==> src/rtl/sapsel_pkg.sv <==
`default_nettype none

package sapsel_pkg;

    // Number of points kept per scan and reported at most.
    localparam int MAX_REPORT = 15;
    // Index of one cell in the chain.
    localparam int IDX_W = (MAX_REPORT > 1) ? $clog2(MAX_REPORT) : 1;
    // Number of words still to be reported, up to MAX_REPORT.
    localparam int LEFT_W = $clog2(MAX_REPORT + 1);
    // Points seen in one scan; saturates.
    localparam int CNT_W = 8;
    localparam logic [CNT_W-1:0] CNT_MAX = {CNT_W{1'b1}};

    typedef struct packed {
        logic [47:0]        address;
        logic signed [7:0]  strength;
        logic [7:0]         channel;
    } t_entry;

    // What one cell shows to its neighbors.
    typedef struct packed {
        logic   valid;
        logic   take;
        t_entry ranked;
        t_entry arrival;
    } t_link;

endpackage

`default_nettype wire

==> src/rtl/sapsel_cell.sv <==
`default_nettype none

module sapsel_cell (
    input  wire                              i_clk,
    input  wire                              i_rst_n,
    input  wire  [sapsel_pkg::IDX_W-1:0]     i_index,
    input  wire                              i_ins,
    input  wire  sapsel_pkg::t_entry         i_new,
    input  wire  [sapsel_pkg::CNT_W-1:0]     i_count,
    input  wire                              i_shift,
    input  wire  sapsel_pkg::t_link          i_prev,
    input  wire  sapsel_pkg::t_link          i_next,
    output sapsel_pkg::t_link                o_link
);
    import sapsel_pkg::*;

    logic   r_valid;
    t_entry r_ranked;
    t_entry r_arrival;
    logic   w_take;

    // The new point goes ahead of this cell's entry only if it is strictly
    // stronger, so equal strengths keep arrival order.
    assign w_take = i_ins && (!r_valid || (i_new.strength > r_ranked.strength));

    always_ff @(posedge i_clk) begin
        if (!i_rst_n) begin
            r_valid <= 1'b0;
        end else if (i_shift) begin
            r_valid <= i_next.valid;
        end else if (w_take) begin
            r_valid <= i_prev.take ? i_prev.valid : 1'b1;
        end
    end

    always_ff @(posedge i_clk) begin
        if (i_shift) begin
            r_ranked <= i_next.ranked;
        end else if (w_take) begin
            r_ranked <= i_prev.take ? i_prev.ranked : i_new;
        end
    end

    always_ff @(posedge i_clk) begin
        if (i_shift) begin
            r_arrival <= i_next.arrival;
        end else if (i_ins && (i_count == CNT_W'(i_index))) begin
            r_arrival <= i_new;
        end
    end

    assign o_link.valid   = r_valid;
    assign o_link.take    = w_take;
    assign o_link.ranked  = r_ranked;
    assign o_link.arrival = r_arrival;

endmodule

`default_nettype wire

==> src/rtl/strongest_access_point_select_core.sv <==
// Strongest access point selection.
//
// The input channel (i_in_valid / o_in_ready) takes one scanned access point
// per word: address, strength and channel, with i_scan_end on the final point
// of a scan. Each accepted word goes straight into a chain of cells, so a scan
// streams in at one point per clock. The chain keeps the first points in
// arrival order and, in parallel, the strongest points sorted by strength,
// with earlier arrivals ahead on equal strength.
// After the word that carries i_scan_end, the block drains its report on the
// output channel (o_out_valid / i_out_ready): all points in arrival order when
// the scan had at most MAX_REPORT points, otherwise the MAX_REPORT strongest,
// strongest first. o_report_end marks the last word. The final point sets the
// drain flag; report words then pass from cell 0 into the output register, one
// word per cycle while the receiver takes them, and the chain shifts toward
// cell 0 once per word. The input stays stalled during the drain and opens
// again as soon as the last word sits in the output register. A stalling
// receiver simply holds the drain. Reset clears the cell valid bits, the point
// count and the drain control; stored points are not cleared.
`default_nettype none

module strongest_access_point_select_core (
    input  wire                 i_clk,
    input  wire                 i_rst_n,
    input  wire                 i_in_valid,
    output logic                o_in_ready,
    input  wire  [47:0]         i_ap_address,
    input  wire  signed [7:0]   i_ap_strength,
    input  wire  [7:0]          i_ap_channel,
    input  wire                 i_scan_end,
    output logic                o_out_valid,
    input  wire                 i_out_ready,
    output logic [47:0]         o_out_address,
    output logic signed [7:0]   o_out_strength,
    output logic [7:0]          o_out_channel,
    output logic                o_report_end
);
    import sapsel_pkg::*;

    // Point count of the current scan, saturating.
    logic [CNT_W-1:0]  r_count;
    logic [CNT_W-1:0]  n_count;
    // Drain control: words still to send and which list they come from.
    logic              r_drain;
    logic [LEFT_W-1:0] r_left;
    logic              r_use_arrival;
    logic              r_out_valid;
    t_entry            r_out;
    logic              r_out_end;

    logic              w_ins;
    logic              w_load;
    t_entry            w_new;
    t_entry            w_head;
    t_link             w_link [MAX_REPORT];
    t_link             w_prev [MAX_REPORT];
    t_link             w_next [MAX_REPORT];

    assign o_in_ready = !r_drain;
    assign w_ins      = i_in_valid && o_in_ready;

    // A report word moves into the output register whenever it is free or
    // being emptied in this cycle.
    assign w_load = r_drain && (!r_out_valid || i_out_ready);

    assign w_new.address  = i_ap_address;
    assign w_new.strength = i_ap_strength;
    assign w_new.channel  = i_ap_channel;

    assign n_count = (r_count == CNT_MAX) ? r_count : r_count + 1'b1;

    genvar g;
    generate
        for (g = 0; g < MAX_REPORT; g++) begin : g_cell
            if (g == 0) begin : g_first
                assign w_prev[g] = '0;
            end else begin : g_mid
                assign w_prev[g] = w_link[g-1];
            end
            if (g == MAX_REPORT - 1) begin : g_last
                assign w_next[g] = '0;
            end else begin : g_body
                assign w_next[g] = w_link[g+1];
            end

            sapsel_cell u_cell (
                .i_clk   (i_clk),
                .i_rst_n (i_rst_n),
                .i_index (IDX_W'(g)),
                .i_ins   (w_ins),
                .i_new   (w_new),
                .i_count (r_count),
                .i_shift (w_load),
                .i_prev  (w_prev[g]),
                .i_next  (w_next[g]),
                .o_link  (w_link[g])
            );
        end
    endgenerate

    assign w_head = r_use_arrival ? w_link[0].arrival : w_link[0].ranked;

    always_ff @(posedge i_clk) begin
        if (!i_rst_n) begin
            r_count       <= '0;
            r_drain       <= 1'b0;
            r_left        <= '0;
            r_use_arrival <= 1'b0;
            r_out_valid   <= 1'b0;
        end else begin
            if (w_ins) begin
                if (i_scan_end) begin
                    // Either way the report holds min(count, MAX_REPORT) words.
                    r_count       <= '0;
                    r_drain       <= 1'b1;
                    r_use_arrival <= (n_count <= CNT_W'(MAX_REPORT));
                    if (n_count <= CNT_W'(MAX_REPORT)) begin
                        r_left <= LEFT_W'(n_count);
                    end else begin
                        r_left <= LEFT_W'(MAX_REPORT);
                    end
                end else begin
                    r_count <= n_count;
                end
            end
            if (w_load) begin
                r_left      <= r_left - 1'b1;
                r_out_valid <= 1'b1;
                if (r_left == LEFT_W'(1)) begin
                    r_drain <= 1'b0;
                end
            end else if (i_out_ready) begin
                r_out_valid <= 1'b0;
            end
        end
    end

    always_ff @(posedge i_clk) begin
        if (w_load) begin
            r_out     <= w_head;
            r_out_end <= (r_left == LEFT_W'(1));
        end
    end

    assign o_out_valid    = r_out_valid;
    assign o_out_address  = r_out.address;
    assign o_out_strength = r_out.strength;
    assign o_out_channel  = r_out.channel;
    assign o_report_end   = r_out_end;

endmodule

`default_nettype wire

==> config.mk <==
export PLATFORM = sky130hd
export DESIGN_NAME = strongest_access_point_select_core
export DESIGN_NICKNAME = d
export VERILOG_FILES = /design/src/rtl/sapsel_pkg.sv /design/src/rtl/sapsel_cell.sv /design/src/rtl/strongest_access_point_select_core.sv
export SDC_FILE = /design/constraint.sdc
export NUM_CORES = 2
export LEC_CHECK = 0
export BUFFER_PORTS_ARGS = -buffer_cell sky130_fd_sc_hd__buf_2
export CORE_ASPECT_RATIO = 1.25
export CORE_UTILIZATION = 41
export CTS_CLUSTER_DIAMETER = 80
export DETAILED_ROUTE_END_ITERATION = 10
export PLACE_DENSITY = 0.67
export SETUP_SLACK_MARGIN = 0.3
export SLEW_MARGIN = 20
export SYNTH_ARGS = -nofsm -noshare
export SYNTH_HDL_FRONTEND = slang
export SYNTH_SLANG_ARGS = --single-unit
export TNS_END_PERCENT = 1
==> constraint.sdc <==
create_clock -name i_clk -period 6.7 [get_ports i_clk]
set_input_delay 0.67 -clock i_clk [delete_from_list [all_inputs] [get_ports i_clk]]
set_output_delay 0.67 -clock i_clk [all_outputs]
set_load 0.03 [all_outputs]
==> impl_metrics.ini <==
[setup_path]
cp_max_fo = 77
critPathArrivalTime_ns = 4.64
reg2reg_from = r_drain
crit_chain = nor2b_2, o2111ai_1, o211ai_4, buf_4, buf_4, nor2_1, a221o_1
critical_path_required_ns = 7.28
r2r-end = g_cell[8].u_cell.o_link[93]
path_common_cell = buf_4
start_kind = flop
critical_path_class = flop to flop
reg2reg_depth = 7
critPathCaptureType = flop
crit_path_top_delay_cell = nor2b_2
reg2reg_setup_slack_ns = 2.64
max_stage_delay_ns = 0.81

[placement]
gp_congestion = 0.886
dp_slack_ns = 2.04
dp_hpwl_mm = 148
io_buffers = 135

[floorplanning]
fp.dieH_um = 523
core_um2 = 217000
start_util_pct = 41.2
row_count = 191
die_area_um2 = 219000
io_pins = 136
dieWidth_um = 419

[pwr]
ir_drop_v = 0.000218
p_int_uw = 25900
power_uw = 37000
p_leak_uw = 0.0371
clkPwrFrac_pct = 30.3
switching_power_uw = 11100
swShare_pct = 29.9
power_density_nw_per_um2 = 375
p_comb_share_pct = 19.1
p_seq_share_pct = 50.6

[global_routing]
antenna_found_initial = 8
overflow = 0
grt_pass1_vias = 59500
grtUsageTotal_pct = 22.3
grt_pass1_wl_mm = 375
grt_max_degree = 177

[synthesis]
synth_top_family_by_area = simple AND/OR/NAND/NOR gates
netlist_area_um2 = 89200
yosys.area.top_type = edfxtp_1
synthCells = 7739
synth_flop_cell = edfxtp_1
yosys.area_share.simple_pct = 14.8
syn-num-nets = 7934
yosys.cell_types.count = 71
ys_ff_latch = 2015
synth_top_area_share_pct = 62.5
synthAdderAreaFrac_pct = 1.77
synth_edf_count = 1857
ys_warn_count = 0
ys_seq_area_share_pct = 66.1
synth_compound_area_share_pct = 10.6
synth-xor-area-share_pct = 0.0196
synthArstFlopShare_pct = 0
synth.avg_cell_area_um2 = 11.5
synth.mux.area_fraction_pct = 2.89
ys_top_cells_by_area = edfxtp_1, nand2_1, a221o_1

[layout]
nets = 7772
post-route-util_pct = 45.5
syn_to_final_growth_pct = 10.5
drive_gt1_share_pct = 8.48

[clock_tree]
root_buffer = clkbuf_16
htree_num_levels = 4
clk_pin_slew_ns = 0.06
cts_buffers = 197
ctsResizeCount = 0
post-cts-setup-buffer-count = 0
holdBufCountCts = 0
clkSinkCount = 2015
clockBufferDepth = 4
insertion_delay_ns = 0.87
tritoncts = built

[sta]
period_share_pct = 60.6
clock.fmax_mhz = 246
finalClockSkew_ns = 0.0551
tightest_slew_ns = 1.13
finalWorstPathRequiredPeriod_ns = 4.06
tns_ns = 0
rsz0062_at_grt = false
setup_violations = 0
setup_ws_ns = 2.64
timing.hold.ws_ns = 0.113
hold_viol_final = 0
relSlewSlack_pct = 24.4
slew_viol_final = 0

[detailed_routing]
vias = 61300
postRouteAntennaNets = 0
drc = 4
viasPerCell = 5.76
drtPass1Iterations = 9
wl_per_cell_um = 23.5
wirelength_mm = 250
drtIter0Drc = 7037

[flow_run]
cap_violations = 0

[min_path]
hold_start = i_ap_address[4]
whs_endpoint = g_cell[14].u_cell.o_link[20]
min-delay-path-class = input port to flop
whs_path_depth = 3

[status]
status = finished with violations
violations = DRC
## routing by layer
metal	share of wire [%]	up-vias	track usage, %
met5	0.016	-	0
met4	4.2	6	8.95
met3	7.1	548	2.84
met2	50	2677	38.4
met1	39	30500	28.4
li1	-	27500	-
## power by group through the flow
stage,Clock (uW),Sequential (uW),Combinational [uW]
floorplan,0,18400,4820
global placement,0,18800,6750
detailed placement,0,18900,6990
CTS,11300,18700,7010
global route,11800,18900,7660
finish,11200,18700,7070
## stage by stage
step	instance area (um^2)	cells
after global placement	92100	10300
final	98600	10600
after floorplan	89200	7739
after global routing	98600	10600
after detailed placement	92100	10300
after CTS	98500	10600
## final cells by class
class	instances	area (um^2)
Fill cell	19500	118000
Sequential cell	2015	58900
Multi-Input combinational cell	4906	27100
Clock buffer	283	5620
Tap cell	2895	3620
Timing Repair Buffer	253	1710
Inverter	204	781
Clock inverter	76	734
Antenna cell	7	17.5
## worst max path at each step
stage | to | slack [ns] | cells past startpoint | from
4_1_cts | g_cell[14].u_cell.o_link[82] | 2.74 | 7 | r_drain
3_3_place_gp | g_cell[9].u_cell.o_link[68] | 2.10 | 10 | i_ap_strength[0]
5_1_grt | g_cell[11].u_cell.o_link[90] | 2.51 | 8 | r_drain
6_report | g_cell[8].u_cell.o_link[93] | 2.64 | 7 | r_drain
2_1_floorplan | g_cell[12].u_cell.o_link[0] | 0.005 | 6 | i_in_valid
3_5_place_dp | g_cell[3].u_cell.o_link[75] | 2.04 | 11 | i_ap_strength[0]
## placed cells by master (no fill, tap or decap), types with 57 or more instances in the layout
cell / n
nor3_1: 72
mux2_2: 57
nor2_1: 615
inv_1: 197
a221o_1: 520
o21ai_0: 94
or3_1: 67
o221ai_1: 78
a31oi_1: 68
buf_2: 135
a21oi_1: 172
clkbuf_16: 198
dfxtp_1: 157
buf_4: 107
ha_1: 126
mux2i_1: 193
edfxtp_1: 1857
o211ai_1: 135
nand2_1: 2501
## cell families after synthesis
logic type,Yosys count
AND/OR/NAND/NOR,3364
XOR/XNOR,2
flip-flops,2015
buffers and inverters,818
AO/OA/AOI/OAI,1164
adder cells (fa/ha/maj),126
multiplexers,250
## critical path: cells and delay by family (launching register included)
kind,cells,cell delay (ns)
flops,1,0.42
buf+inv,2,1.50
simple gates,2,0.93
compound gates,3,0.89
## flip-flops by register name (all words and copies together), names as in the netlist
name and count:
g_cell.u_cell.o_link 1920, g_cell.u_cell.r_valid 15, o_out_address 48, o_out_channel 8
o_out_strength 8, o_out_valid 1, o_report_end 1, r_count 8
r_drain 1, r_left 4, r_use_arrival 1
## Yosys cell counts, types with 5 or more instances
master,count
o21ai_0,112
o221ai_1,79
o2111ai_1,6
edfxtp_1,1857
nand3_1,15
or3_1,69
inv_1,203
buf_1,39
ha_1,126
nor2b_1,14
o22ai_1,8
nand2_1,2505
a21boi_0,5
a21o_1,14
mux2_2,57
mux2i_1,193
nor3_1,72
a221o_1,520
nand2b_1,12
nand4bb_1,6
buf_2,145
clkbuf_1,388
dfxtp_1,158
nor2_1,616
buf_6,17
nand4_1,31
buf_4,25
a31oi_1,69
a21oi_1,172
o211ai_1,135
(Power assumes the default switching activity.)
